<file path="src/hw/rtl/tca_pkg.sv">
// Package for the traffic cellular automaton step unit.
// Holds payload and control structs, register and action codes, defaults and the LFSR step.
// Used by every RTL file of the block; depends on nothing.
package tca_pkg;

  localparam int ROAD_CELLS_DEF = 256;
  localparam int LANES_DEF      = 4;
  localparam int SPEED_BITS_DEF = 4;

  localparam logic [1:0] ACT_WRITE = 2'd0;
  localparam logic [1:0] ACT_READ  = 2'd1;
  localparam logic [1:0] ACT_STEP  = 2'd2;

  localparam int          CFG_AW   = 3;
  localparam int          CFG_DW   = 16;
  localparam logic [2:0]  CFG_VMAX  = 3'd0;
  localparam logic [2:0]  CFG_PROB  = 3'd1;
  localparam logic [2:0]  CFG_LEN   = 3'd2;
  localparam logic [2:0]  CFG_LANES = 3'd3;
  localparam logic [2:0]  CFG_SEED  = 3'd4;

  localparam logic [3:0]  VMAX_RST  = 4'd5;
  localparam logic [15:0] PROB_RST  = 16'd19661;
  localparam logic [8:0]  LEN_RST   = 9'd256;
  localparam logic [2:0]  LANES_RST = 3'd1;
  localparam logic [15:0] SEED_RST  = 16'd44257;
  localparam logic [15:0] LFSR_TAPS = 16'hB400;

  typedef struct packed {
    logic [1:0] action;
    logic [1:0] lane;
    logic [7:0] cell_req;
    logic       occupied_in;
    logic [3:0] velocity_in;
  } in_item_t;

  typedef struct packed {
    logic       occupied_out;
    logic [3:0] velocity_out;
    logic       step_done;
  } out_item_t;

  // Commands from the controller to the datapath.
  typedef struct packed {
    logic clr_wr;
    logic take_item;
    logic cell_wr;
    logic cell_rd;
    logic lane_init;
    logic lane_next;
    logic vel_init;
    logic vel_rd;
    logic vel_eval;
    logic vel_final;
    logic mv_init;
    logic mv_rd;
    logic mv_clr;
    logic mv_put;
    logic mv_dec;
    logic out_load;
  } cmd_t;

  // Status from the datapath to the controller.
  typedef struct packed {
    logic       clr_last;
    logic [1:0] act;
    logic       lane_more;
    logic       p_last;
    logic       car;
    logic       any_car;
    logic       mv_last;
  } status_t;

  function automatic logic [15:0] lfsr_step(input logic [15:0] x);
    lfsr_step = (x >> 1) ^ (x[0] ? LFSR_TAPS : 16'h0000);
  endfunction

endpackage

</file>
<file path="src/hw/rtl/tca_ctrl.sv">
// Controller state machine of the traffic automaton step unit.
// Sequences clearing, cell access and the velocity and move sweeps; depends on tca_pkg.
module tca_ctrl (
  input  logic             clk,
  input  logic             rst_n,
  input  logic             in_valid,
  output logic             in_stall,
  output logic             out_valid,
  input  logic             out_stall,
  input  tca_pkg::status_t st,
  output tca_pkg::cmd_t    cmd
);

  localparam logic [3:0] S_CLEAR  = 4'd0;
  localparam logic [3:0] S_IDLE   = 4'd1;
  localparam logic [3:0] S_EXEC   = 4'd2;
  localparam logic [3:0] S_RDWAIT = 4'd3;
  localparam logic [3:0] S_LANE   = 4'd4;
  localparam logic [3:0] S_VRD    = 4'd5;
  localparam logic [3:0] S_VEV    = 4'd6;
  localparam logic [3:0] S_VFIN   = 4'd7;
  localparam logic [3:0] S_MRD    = 4'd8;
  localparam logic [3:0] S_MEV    = 4'd9;
  localparam logic [3:0] S_MCLR   = 4'd10;
  localparam logic [3:0] S_MPUT   = 4'd11;
  localparam logic [3:0] S_RESULT = 4'd12;

  logic [3:0] state_r, state_nxt;
  logic       out_valid_r, out_valid_nxt;

  assign in_stall  = (state_r != S_IDLE);
  assign out_valid = out_valid_r;

  always_comb begin
    state_nxt = state_r;
    cmd       = '0;
    unique case (state_r)
      S_CLEAR: begin
        cmd.clr_wr = 1'b1;
        if (st.clr_last) state_nxt = S_IDLE;
      end
      S_IDLE: begin
        if (in_valid) begin
          cmd.take_item = 1'b1;
          state_nxt     = S_EXEC;
        end
      end
      S_EXEC: begin
        case (st.act)
          tca_pkg::ACT_WRITE: begin
            cmd.cell_wr = 1'b1;
            state_nxt   = S_RESULT;
          end
          tca_pkg::ACT_READ: begin
            cmd.cell_rd = 1'b1;
            state_nxt   = S_RDWAIT;
          end
          tca_pkg::ACT_STEP: begin
            cmd.lane_init = 1'b1;
            state_nxt     = S_LANE;
          end
          default: state_nxt = S_RESULT;
        endcase
      end
      S_RDWAIT: state_nxt = S_RESULT;
      S_LANE: begin
        if (st.lane_more) begin
          cmd.vel_init = 1'b1;
          state_nxt    = S_VRD;
        end else begin
          state_nxt = S_RESULT;
        end
      end
      S_VRD: begin
        cmd.vel_rd = 1'b1;
        state_nxt  = S_VEV;
      end
      S_VEV: begin
        cmd.vel_eval = 1'b1;
        state_nxt    = st.p_last ? S_VFIN : S_VRD;
      end
      S_VFIN: begin
        cmd.vel_final = 1'b1;
        if (st.any_car) begin
          cmd.mv_init = 1'b1;
          state_nxt   = S_MRD;
        end else begin
          cmd.lane_next = 1'b1;
          state_nxt     = S_LANE;
        end
      end
      S_MRD: begin
        cmd.mv_rd = 1'b1;
        state_nxt = S_MEV;
      end
      S_MEV: begin
        if (st.car) begin
          state_nxt = S_MCLR;
        end else if (st.mv_last) begin
          cmd.lane_next = 1'b1;
          state_nxt     = S_LANE;
        end else begin
          cmd.mv_dec = 1'b1;
          state_nxt  = S_MRD;
        end
      end
      S_MCLR: begin
        cmd.mv_clr = 1'b1;
        state_nxt  = S_MPUT;
      end
      S_MPUT: begin
        cmd.mv_put = 1'b1;
        if (st.mv_last) begin
          cmd.lane_next = 1'b1;
          state_nxt     = S_LANE;
        end else begin
          cmd.mv_dec = 1'b1;
          state_nxt  = S_MRD;
        end
      end
      S_RESULT: begin
        if (!out_valid_r || !out_stall) begin
          cmd.out_load = 1'b1;
          state_nxt    = S_IDLE;
        end
      end
      default: state_nxt = S_IDLE;
    endcase
  end

  always_comb begin
    out_valid_nxt = out_valid_r;
    if (cmd.out_load) out_valid_nxt = 1'b1;
    else if (!out_stall) out_valid_nxt = 1'b0;
  end

  always_ff @(posedge clk) begin
    if (!rst_n) begin
      state_r     <= S_CLEAR;
      out_valid_r <= 1'b0;
    end else begin
      state_r     <= state_nxt;
      out_valid_r <= out_valid_nxt;
    end
  end

endmodule

</file>
<file path="config.mk">
export PLATFORM = sky130hd
export DESIGN_NAME = tca_ctrl
export DESIGN_NICKNAME = d
export VERILOG_FILES = /design/src/hw/rtl/tca_pkg.sv /design/src/hw/rtl/tca_ctrl.sv
export SDC_FILE = /design/constraint.sdc
export NUM_CORES = 1
export LEC_CHECK = 0
export ABC_AREA = 1
export BUFFER_PORTS_ARGS = -buffer_cell sky130_fd_sc_hd__buf_2
export CAP_MARGIN = 5
export CORE_UTILIZATION = 25
export CTS_CLUSTER_DIAMETER = 40
export DETAILED_ROUTE_END_ITERATION = 10
export PLACE_DENSITY = 0.51
export SETUP_SLACK_MARGIN = 0.02
export SYNTH_ARGS = -nofsm -noshare
export SYNTH_HDL_FRONTEND = slang
export SYNTH_SLANG_ARGS = --single-unit
</file>
<file path="constraint.sdc">
create_clock -name clk -period 1.29 [get_ports clk]
set_input_delay 0.3225 -clock clk [delete_from_list [all_inputs] [get_ports clk]]
set_output_delay 0.3225 -clock clk [all_outputs]
set_load 0.05 [all_outputs]
</file>
---- Word level (Yosys, flattened, before mapping) ----
Index checks and enable logic that the tools add are counted.
storage, ports and cells
  register bits after elaboration ......... 5
  input port bits ......................... 12
  output and inout port bits .............. 18
  logic and storage cells ................. 64
operators by class
  eq/ne operators ......................... 19
  muxes and demuxes ....................... 37
  reductions and logical operators ........ 6
operators by type and width
  kind                                           number
  one-hot mux 4 bit (13 select lines)            1
  2-to-1 mux 4 bit                               7
  2-to-1 mux 1 bit                               23
  == test 4 bit, second input constant           5
  == test 4 x 3 -> 1 bit, second input constant  4
  == test 4 x 2 -> 1 bit, second input constant  2
  one-hot mux 4 bit (2 select lines)             1
  != test 2 bit, second input constant           3
  == test 4 x 1 -> 1 bit, second input constant  1
  logical NOT 4 bit                              1
  2-to-1 mux 2 bit                               2
  != test 4 x 1 -> 1 bit, second input constant  1
  2-to-1 mux 3 bit                               1
  one-hot mux 1 bit (3 select lines)             1
  AND reduction 3 bit                            1
  == test 2 x 1 -> 1 bit, second input constant  1
  == test 2 bit, second input constant           1
  logical NOT 1 bit                              2
  logical NOT 2 bit                              1
  != test 2 x 1 -> 1 bit, second input constant  1
  one-hot mux 1 bit (2 select lines)             1
  logical OR 1 bit                               1

---- Depth between registers and ports, before layout ----
Gate-level depths: netlist of the first run.
  depth after elaboration ................. 5
  gate-level depth with buffers ........... 10
  gate-level depth less buffers ........... 10

---- Worst setup path before layout of the first run ----
Ideal clock, no wire load.
  kind .................................... reg2out
  from .................................... reg state_r[2]
  to ...................................... out cmd[1] (netlist name)
  arrival time ............................ 2.356 ns
  required time ........................... 0.967 ns
  path slack .............................. -1.389 ns
  stages on the path, launching flop included .. 8
  path buffers ............................ 0
  cells stage by stage .................... dfxtp_1 -> inv_1 -> ha_1 -> inv_1 -> nor2_4 -> nand2_1 -> nand2_1 -> a21boi_0
RTL lines
  item                    line             text
  start, declared         tca_ctrl.sv:28   logic [3:0] state_r, state_nxt;
  start signal, assigned  tca_ctrl.sv:142  state_r <= state_nxt;
  end, declared           tca_ctrl.sv:11   output tca_pkg::cmd_t cmd

==> implementation parameters, run 1 <==
Parameter                              Value

Global route
  Antenna violations before repair    0
  Remaining global-route overflow    0
  Global-route wire length before repair    3990 microns
  Largest net degree at the start of global routing    7
  Via count of the first global-routing pass    937
  Gr usage total    15.4%

Outcome
  Violated checks    negative setup slack
  Outcome    finished with violations

Timing
  Fin crit share    136%
  RSZ-0062 raised after global routing    yes
  Post-layout min period    1750 ps
  Number of setup violations in the final report    21
  Fmax achieved    570 MHz
  Setup tns final    -7320 ps
  Worst slew pin tran    242 ps
  Final count of hold timing violations    0
  Final worst clock skew    3.80 ps
  Hold Worst Slack    330 ps
  Post-route setup slack    -465 ps
  Worst-case headroom to the max-slew limit    83.9%
  Max-slew violations    0

Finish
  Area added between synthesis and finish    120%
  Ratio of cells with drive above 1 in the final layout    67.2%
  Final core area utilization    58.4%
  Fillcell total    260
  Total area of multi-input combinational cells    708 sq um
  Design area    1630 sq um
  Antenna diode count    0
  Sequential cell area    116 sq um
  # nets final    211
  Final instance count without filler cells    220

Routing
  Total number of vias    980
  Total wire length after detailed routing    2460 microns
  Average vias per placed instance    4.45
  Initial DRT Pass Iterations    4
  DRC    0
  Remaining antenna violation count    0
  Number of DRC markers in iteration 0    17
  Routed length per placed instance    11.2 microns

Synthesis
  Share of cell area taken by muxes after synthesis    0%
  Synthesized cell area    739 sq um
  Area share of xor/xnor cells in the synthesized design    0%
  Arithmetic-cell share of the synthesized area counting full adders, half adders and majority gates    15.2%
  Nets in the synthesized netlist    141
  Post-synthesis cell type with the largest combined area    sky130_fd_sc_hd__ha_1
  Post-synthesis sequential area ratio    13.5%
  Warnings from Yosys    0
  Count of unique library cells instantiated by Yosys    25
  Compound-Gate Fraction of Synth Area    6.94%
  Count of mapped cells out of synthesis    120
  Synth Area in Simple Gates    46.5%
  Combinational family with the most area after synthesis    simple AND/OR/NAND/NOR gates
  Area fraction of the dominant cell type after synthesis    15.2%
  Synthesized flop and latch total    5
  Cells taking the most area after synthesis    sky130_fd_sc_hd__ha_1 15%, sky130_fd_sc_hd__dfxtp_1 14%, sky130_fd_sc_hd__inv_1 13%, sky130_fd_sc_hd__nand2_1 11%, sky130_fd_sc_hd__nor2_1 8.1%
  Per-instance average area after synthesis    6.16 sq um

Floorplanning
  Height of the die    56.4 microns
  Standard-cell rows    19
  IO Count    30
  Initial core utilization    26.6%
  Width of the chip    56.4 microns
  Placeable core region    2780 sq um
  DIE AREA    3180 sq um

Place
  Final weighted congestion of routability-driven global placement    0.824
  Count of placed standard cells including taps    206
  Placed inst area    1270 sq um
  Buffers on Ports    29
  Total half-perimeter wirelength after legalization and detailed placement    1920 microns
  Worst slack at placement    -307 ps

Pwr
  Sequential fraction of design power    24.6%
  Internal power component    0.420 mW
  Worst ir drop on vdd    0.362 mV
  Total power draw    0.690 mW
  Combinational power share    48.7%
  Net Sw Frac    39.1%
  Part of the power in the clock network    26.8%
  Leakage    0.795 nW
  Net load switching power    0.270 mW
  Power Density    424 nW/um^2

Worst hold path
  Min-delay worst type    input port to flip-flop

Critical path
  Cells along the critical path    inv_4, ha_4, inv_4, nor2_4, nand2_2, nand2_1, a21boi_4, buf_6
  Startpoint Class    flip-flop
  Max stage delay on crit path    350 ps
  Cell with the most instances on the worst path    sky130_fd_sc_hd__inv_4
  CP Max Fanout    3
  Setup Crit Path Kind    flip-flop to primary output
  Required time worst endpoint    970 ps
  Arrival time reported for the critical path endpoint    1430 ps
  R2r setup slk    -270 ps
  Crit. End Element    primary output
  Slowest library cell on the worst path    sky130_fd_sc_hd__dfxtp_4

Clock tree
  Root Buffer    sky130_fd_sc_hd__clkbuf_4
  Clock Latency Late Sink    240 ps
  TritonCTS clock tree    done
  Maximum buffer depth of the clock tree    2
  Level count of the clock H-tree    1
  Number of sinks handled by clock tree synthesis    5
  Worst-path clk slew    50 ps
  Number of CTS-inserted buffers    3

Run
  Number of maximum-capacitance constraint violations    0
-- Yosys cell counts, drive strengths merged --
cell / instances
nand3: 11
dfxtp: 5
inv: 28
nand3b: 1
o21ai: 2
buf: 3
or2: 1
nand2: 24
nor3: 2
a21oi: 6
nor2: 23
ha: 9
nand4: 4
a21boi: 1
-- timing repair --
item	4_1_cts	5_1_grt
gates cloned	0	0
pin swaps	7	14
hold buffers	0	0
gates resized for setup	47	29
setup buffers	3	8
endpoints found under the setup margin	21	21
-- logic make-up (layout without fill, tap and decap cells) --
kind of cell,after synthesis,in the layout
buf+inv,31,100
simple gates,66,66
fa+ha+maj,9,9
flops,5,5
compound gates,9,9
-- critical path: cells and delay by family, from the launching register on --
family | cells | cell delay [ps]
adders and majority gates | 1 | 160
AOI/OAI and AO/OA | 1 | 160
DFF | 1 | 350
buffers and inverters | 3 | 290
and+or+nand+nor | 3 | 240
-- flip-flops by register name (all words and copies together), names as in the netlist --
register	cells
state_r	4
out_valid	1
-- power by group through the flow --
stage / registers, mW / logic (mW) / clock network (mW)
floorplan: 0.174 / 0.176 / 0
global placement: 0.176 / 0.276 / 0
detailed placement: 0.177 / 0.276 / 0
CTS: 0.168 / 0.314 / 0.193
global route: 0.170 / 0.360 / 0.205
finish: 0.170 / 0.336 / 0.185
-- layout by cell type (no fill, tap or decap), types with 4 or more instances in the layout --
master | synthesis | layout
sky130_fd_sc_hd__buf_2 | 1 | 12
sky130_fd_sc_hd__buf_4 | 1 | 31
sky130_fd_sc_hd__buf_6 | 1 | 18
sky130_fd_sc_hd__buf_8 | 0 | 7
sky130_fd_sc_hd__dfxtp_4 | 0 | 4
sky130_fd_sc_hd__ha_1 | 9 | 6
sky130_fd_sc_hd__inv_1 | 25 | 16
sky130_fd_sc_hd__inv_4 | 1 | 5
sky130_fd_sc_hd__nand2_1 | 21 | 15
sky130_fd_sc_hd__nand2_2 | 2 | 6
sky130_fd_sc_hd__nand3_1 | 10 | 6
sky130_fd_sc_hd__nand3_2 | 1 | 4
sky130_fd_sc_hd__nand4_1 | 4 | 4
sky130_fd_sc_hd__nor2_1 | 16 | 6
sky130_fd_sc_hd__nor2_4 | 3 | 14
-- final timing paths --
kind                                 start          to  cells past startpoint
worst max register to register  state_r[3]  state_r[2]                     10
worst min register to register   out_valid   out_valid                      2
worst min-delay path                 rst_n  state_r[0]                      3
worst max-delay path            state_r[2]      cmd[1]                      8
-- layout make-up --
type / count / area share (%)
Multi-Input combinational cell: 84 / 43.6
Timing Repair Buffer: 68 / 37.0
Inverter: 28 / 8.31
Sequential cell: 5 / 7.16
Tap cell: 31 / 2.39
Clock buffer: 4 / 1.62
-- metal layers --
metal | part of all wire [%] | GRT usage [%]
met1 | 44 | 19.6
met2 | 53 | 28.4
met3 | 2.6 | 1.61
met4 | 0 | 2.09
met5 | 0 | 0
(Power assumes the default switching activity.)
==> run 2, diff against run 1 <==
--- a/config.mk
+++ b/config.mk
@@ -6,12 +6,12 @@
 export NUM_CORES = 1
 export LEC_CHECK = 0
 export ABC_AREA = 1
-export BUFFER_PORTS_ARGS = -buffer_cell sky130_fd_sc_hd__buf_2
 export CAP_MARGIN = 5
-export CORE_UTILIZATION = 25
+export CORE_UTILIZATION = 35
 export CTS_CLUSTER_DIAMETER = 40
 export DETAILED_ROUTE_END_ITERATION = 10
-export PLACE_DENSITY = 0.51
+export DONT_BUFFER_PORTS = 1
+export PLACE_DENSITY = 0.53
 export SETUP_SLACK_MARGIN = 0.02
 export SYNTH_ARGS = -nofsm -noshare
 export SYNTH_HDL_FRONTEND = slang
==> run 2 against run 1 <==
Against the previous run:
- the run still ends with negative setup slack left
- non-clock buffer count down 27
- worst hold slack worse by 110 ps
- power fell by 3.4%
- first-iteration DRC count shrank 35%
- critical path depth unchanged
- core utilization grew 15 points
- setup slack improved by 15 ps
- clock skew hardly changed
- largest cell class unchanged
==> implementation parameters, run 2 (same netlist as run 1, synthesis figures left out) <==
Parameter                              Value

Run
  Number of maximum-capacitance constraint violations    0

Critical path
  Slowest library cell on the worst path    sky130_fd_sc_hd__dfxtp_2
  Arrival time reported for the critical path endpoint    1420 ps
  Combined buffer and inverter count along the critical path    3
  Required time worst endpoint    970 ps
  Startpoint Class    flip-flop
  Max stage delay on crit path    340 ps
  Crit. End Element    primary output
  CP Max Fanout    3
  Cells along the critical path    inv_4, ha_4, inv_2, nor2_4, nand2_2, nand2_1, a21boi_4, buf_12
  CP top delay family    flip-flops
  Setup Crit Path Kind    flip-flop to primary output

Global route
  Antenna violations before repair    0
  Met2 Use GR    35.9%
  Met3 Usage GRT    4.91%
  Gr usage total    20.7%
  Global-route wire length before repair    3320 microns
  Largest net degree at the start of global routing    7
  Most Used Layer, Global Route    met2
  Via count of the first global-routing pass    774
  Remaining global-route overflow    0
  Global-route met1 utilization    27.4%

Floorplanning
  Height of the die    48.0 microns
  Width of the chip    48.0 microns
  DIE AREA    2300 sq um
  Standard-cell rows    16
  Initial core utilization    37.3%
  Placeable core region    1980 sq um
  IO Count    30

Place
  Final weighted congestion of routability-driven global placement    0.787
  Worst slack at placement    -203 ps
  Buffers on Ports    0
  Total half-perimeter wirelength after legalization and detailed placement    1750 microns

Outcome
  Violated checks    negative setup slack
  Outcome    finished with violations

Routing
  Remaining antenna violation count    0
  Initial DRT Pass Iterations    4
  Total number of vias    897
  Total wire length after detailed routing    2300 microns
  DRC    0
  Routed length per placed instance    12.2 microns
  Average vias per placed instance    4.75
  Number of DRC markers in iteration 0    11

Timing
  Final worst clock skew    3.94 ps
  Post-route setup slack    -450 ps
  Fin crit share    135%
  Max-slew violations    0
  Worst slew pin tran    225 ps
  RSZ-0062 raised after global routing    yes
  Worst-case headroom to the max-slew limit    84.8%
  Hold Worst Slack    221 ps
  Number of setup violations in the final report    21
  Fmax achieved    575 MHz
  Final count of hold timing violations    0
  Post-layout min period    1740 ps

Clock tree
  Level count of the clock H-tree    1
  Hold Buf Count CTS    0
  Clock Latency Late Sink    250 ps
  Number of CTS-inserted buffers    3
  TritonCTS clock tree    done
  Number of sinks handled by clock tree synthesis    5
  Root Buffer    sky130_fd_sc_hd__clkbuf_4
  Maximum buffer depth of the clock tree    2
  Worst-path clk slew    50 ps

Pwr
  Worst ir drop on vdd    0.547 mV
  Total power draw    0.666 mW
  Leakage    0.674 nW
  Power Density    460 nW/um^2

Finish
  Area added between synthesis and finish    96.1%
  Antenna diode count    0
  Largest reg by FF count    state_r
  Ratio of cells with drive above 1 in the final layout    60.5%
  # nets final    184
  Final core area utilization    73.2%
  Flip-flop count of the largest register after layout    4
  Fillcell total    151
  Most frequent cells in the layout    21 x sky130_fd_sc_hd__buf_4, 16 x sky130_fd_sc_hd__nand2_1, 15 x sky130_fd_sc_hd__inv_1
  Leading cell type in the layout, fill and taps excluded    sky130_fd_sc_hd__buf_4

Worst hold path
  Min-delay worst type    input port to flip-flop
## run 2: changes by cell type in the layout (fill, tap and decap cells not counted), sizes merged
cell,previous run,this run
buf,68,41
## run 2: final timing paths
path / startpoint / endpoint / slack, ps / cells past startpoint
min: rst_n / state_r[0] / 220 / 2
min reg2reg: out_valid / out_valid / 490 / 2
max: state_r[2] / cmd[1] / -450 / 8
max reg2reg: state_r[3] / state_r[3] / -320 / 10
## run 2: layer usage
layer	vias up	part of all wire [%]	routed length, microns
met5	-	0	0
met4	0	0	0
met3	0	5.6	130
met2	33	52	1200
met1	413	42	967
li1	451	-	-
## run 2: layout make-up
cell class / count / area (sq um) / area share, %
Sequential cell: 5 / 114 / 7.85
Timing Repair Buffer: 41 / 473 / 32.6
Inverter: 28 / 128 / 8.80
Clock buffer: 4 / 26.3 / 1.81
Multi-Input combinational cell: 84 / 676 / 46.6
Tap cell: 27 / 33.8 / 2.33
## run 2: timing repair
action | in CTS | in global routing
pin swaps | 11 | 3
endpoints found under the setup margin | 21 | 21
endpoints found under the hold margin | 0 | 0
setup buffers | 7 | 3
resized for setup | 27 | 4
## run 2: worst reg2reg max path, stage by stage (launching register included)
cell	delay (ps)
sky130_fd_sc_hd__dfxtp_4	380
sky130_fd_sc_hd__inv_4	50
sky130_fd_sc_hd__ha_4	170
sky130_fd_sc_hd__buf_4	130
sky130_fd_sc_hd__buf_6	110
sky130_fd_sc_hd__buf_6	110
sky130_fd_sc_hd__nand3b_1	130
sky130_fd_sc_hd__nand3_2	110
sky130_fd_sc_hd__nor2_4	150
sky130_fd_sc_hd__nand2_1	70
sky130_fd_sc_hd__a21oi_1	120
## run 2: stage by stage
step | TNS (ps) | std cells | cell area (sq um)
2_1_floorplan | -3430 | 120 | 895
3_3_place_gp | -2060 | 175 | 1240
3_5_place_dp | -2190 | 175 | 1240
4_1_cts | -6530 | 186 | 1410
5_1_grt | -8700 | 189 | 1450
6_report | -7220 | 189 | 1450
## run 2: report_power, final
part	total [mW]	internal, mW	leakage, nW	switching, mW
Sequential	0.170	0.157	0.0438	0.0122
Clock	0.187	0.117	0.0150	0.0700
Combinational	0.310	0.131	0.615	0.178
Total	0.666	0.406	0.674	0.260
==> run 3, diff against run 2 <==
--- a/config.mk
+++ b/config.mk
@@ -11,7 +11,7 @@
 export CTS_CLUSTER_DIAMETER = 40
 export DETAILED_ROUTE_END_ITERATION = 10
 export DONT_BUFFER_PORTS = 1
-export PLACE_DENSITY = 0.53
+export PLACE_DENSITY = 0.63
 export SETUP_SLACK_MARGIN = 0.02
 export SYNTH_ARGS = -nofsm -noshare
 export SYNTH_HDL_FRONTEND = slang
==> run 3 against run 2 <==
Against the previous run:
- the run still ends with negative setup slack left
- setup slack lost 37 ps
- clock power barely moved
- worst hold slack worse by 10 ps
- maximum frequency is 2.1% lower
- power shrank 1.6%
- final cell count rose by 1.6%
- routed wire length is 13% higher
- first-iteration DRC count rose by 64%
- critical path depth is the same
- non-clock buffer count increased by 3
- critical path type unchanged
- critical endpoint unchanged
- largest cell class unchanged
- highest routed layer is now met4
==> implementation parameters, run 3 (same netlist as run 1, synthesis figures left out) <==
Parameter                              Value

Finish
  Fillcell total    136
  Ratio of cells with drive above 1 in the final layout    61.8%
  Largest reg by FF count    state_r
  Antenna diode count    0
  Leading cell type in the layout, fill and taps excluded    sky130_fd_sc_hd__buf_4
  # nets final    187
  Flip-flop count of the largest register after layout    4
  Area added between synthesis and finish    100%
  Most frequent cells in the layout    25 x sky130_fd_sc_hd__buf_4, 16 x sky130_fd_sc_hd__nand2_1, 15 x sky130_fd_sc_hd__inv_1

Pwr
  Power Density    443 nW/um^2
  Total power draw    0.656 mW
  Leakage    0.681 nW
  Worst ir drop on vdd    0.455 mV

Clock tree
  Number of CTS-inserted buffers    3
  Clock Latency Late Sink    250 ps
  Worst-path clk slew    50 ps
  Root Buffer    sky130_fd_sc_hd__clkbuf_4
  Level count of the clock H-tree    1
  Maximum buffer depth of the clock tree    2
  TritonCTS clock tree    done
  Number of sinks handled by clock tree synthesis    5

Floorplanning
  Initial core utilization    37.3%
  DIE AREA    2300 sq um
  Height of the die    48.0 microns
  Width of the chip    48.0 microns
  IO Count    30
  Standard-cell rows    16
  Placeable core region    1980 sq um

Place
  Buffers on Ports    0
  Total half-perimeter wirelength after legalization and detailed placement    1780 microns
  Final weighted congestion of routability-driven global placement    0.922

Timing
  Max-slew violations    0
  Final count of hold timing violations    0
  RSZ-0062 raised after global routing    yes
  Worst-case headroom to the max-slew limit    82.8%
  Worst slew pin tran    257 ps
  Post-layout min period    1780 ps
  Post-route setup slack    -487 ps
  Setup tns final    -6710 ps
  Fin crit share    138%
  Number of setup violations in the final report    21
  Fmax achieved    563 MHz
  Final worst clock skew    3.82 ps

Critical path
  Arrival time reported for the critical path endpoint    1450 ps
  CP Max Fanout    4
  Startpoint Class    flip-flop
  Required time worst endpoint    970 ps
  Number of cell instances on the worst register-to-register path    9
  Max stage delay on crit path    350 ps
  Cells along the critical path    inv_4, ha_4, inv_2, nor2_4, nand2_2, nand2_1, a21boi_4, buf_12
  Slowest library cell on the worst path    sky130_fd_sc_hd__dfxtp_4
  Setup Crit Path Kind    flip-flop to primary output
  Crit. End Element    primary output

Global route
  Global-route wire length before repair    3540 microns
  Remaining global-route overflow    0
  Largest net degree at the start of global routing    7
  Gr usage total    22.2%
  Antenna violations before repair    0
  Via count of the first global-routing pass    807

Worst hold path
  Min-delay worst type    input port to flip-flop
  Worst hold path cell count    2

Routing
  Number of DRC markers in iteration 0    18
  Initial DRT Pass Iterations    4
  Average vias per placed instance    4.95
  DRC    0
  Routed length per placed instance    13.6 microns
  Remaining antenna violation count    0
  Total wire length after detailed routing    2610 microns
  Total number of vias    950

Run
  Number of maximum-capacitance constraint violations    0

Outcome
  Violated checks    negative setup slack
  Outcome    finished with violations
-- run 3: cell count changes in the layout (fill, tap and decap cells not counted), sizes merged --
cell  before  now
buf       41   44
-- run 3: area by class of cell --
class / count / area (sq um) / share of cell area (%)
Clock buffer: 4 / 26.3 / 1.78
Inverter: 28 / 130 / 8.79
Multi-Input combinational cell: 84 / 689 / 46.6
Sequential cell: 5 / 116 / 7.86
Tap cell: 27 / 33.8 / 2.28
Timing Repair Buffer: 44 / 484 / 32.7
-- run 3: per-layer routing --
metal | vias up | routed length [microns] | share of wire (%) | GRT usage (%)
met1 | 448 | 997 | 38 | 28.2
met2 | 36 | 1450 | 56 | 38.4
met3 | 4 | 126 | 4.8 | 4.91
met5 | - | 0 | 0 | 0
li1 | 462 | - | - | -
met4 | 0 | 34 | 1.3 | 4.44
-- run 3: per-stage QoR --
step                utilization, %  instance area, sq um  hold WS (ps)  std cells  worst slack (ps)
detailed placement            63.9                  1270           470        178              -230
global placement              63.9                  1270           466        178              -209
global route                  74.7                  1480           216        192              -549
CTS                           70.3                  1390           208        188              -486
finish                        74.7                  1480           211        192              -487
floorplan                        -                   895           456        120              -451
-- run 3: critical path, delay by kind of cell, from the launching register on --
family / cells / cell delay (ps)
AND/OR/NAND/NOR: 3 / 250
flip-flops: 1 / 350
AO/OA/AOI/OAI: 1 / 190
buffers and inverters: 3 / 270
adder cells (fa/ha/maj): 1 / 150
-- run 3: power by group --
group | total (mW) | switching [mW] | internal, mW
clock | 0.185 | 0.0679 | 0.117
sequential | 0.171 | 0.0152 | 0.156
combinational | 0.300 | 0.179 | 0.121
total | 0.656 | 0.262 | 0.394
-- run 3: path summary, 6_finish.rpt --
path | endpoint | slack [ps] | startpoint
setup reg to reg | state_r[2] | -230 | state_r[3]
hold / removal | state_r[0] | 210 | rst_n
setup / recovery | cmd[1] | -490 | state_r[2]
hold reg to reg | out_valid | 500 | out_valid
-- run 3: what timing repair did --
item	4_1_cts	5_1_grt
resized for setup	17	16
buffers inserted	6	5
setup endpoints to repair	21	21
hold buffers	0	0
pin swaps	6	9
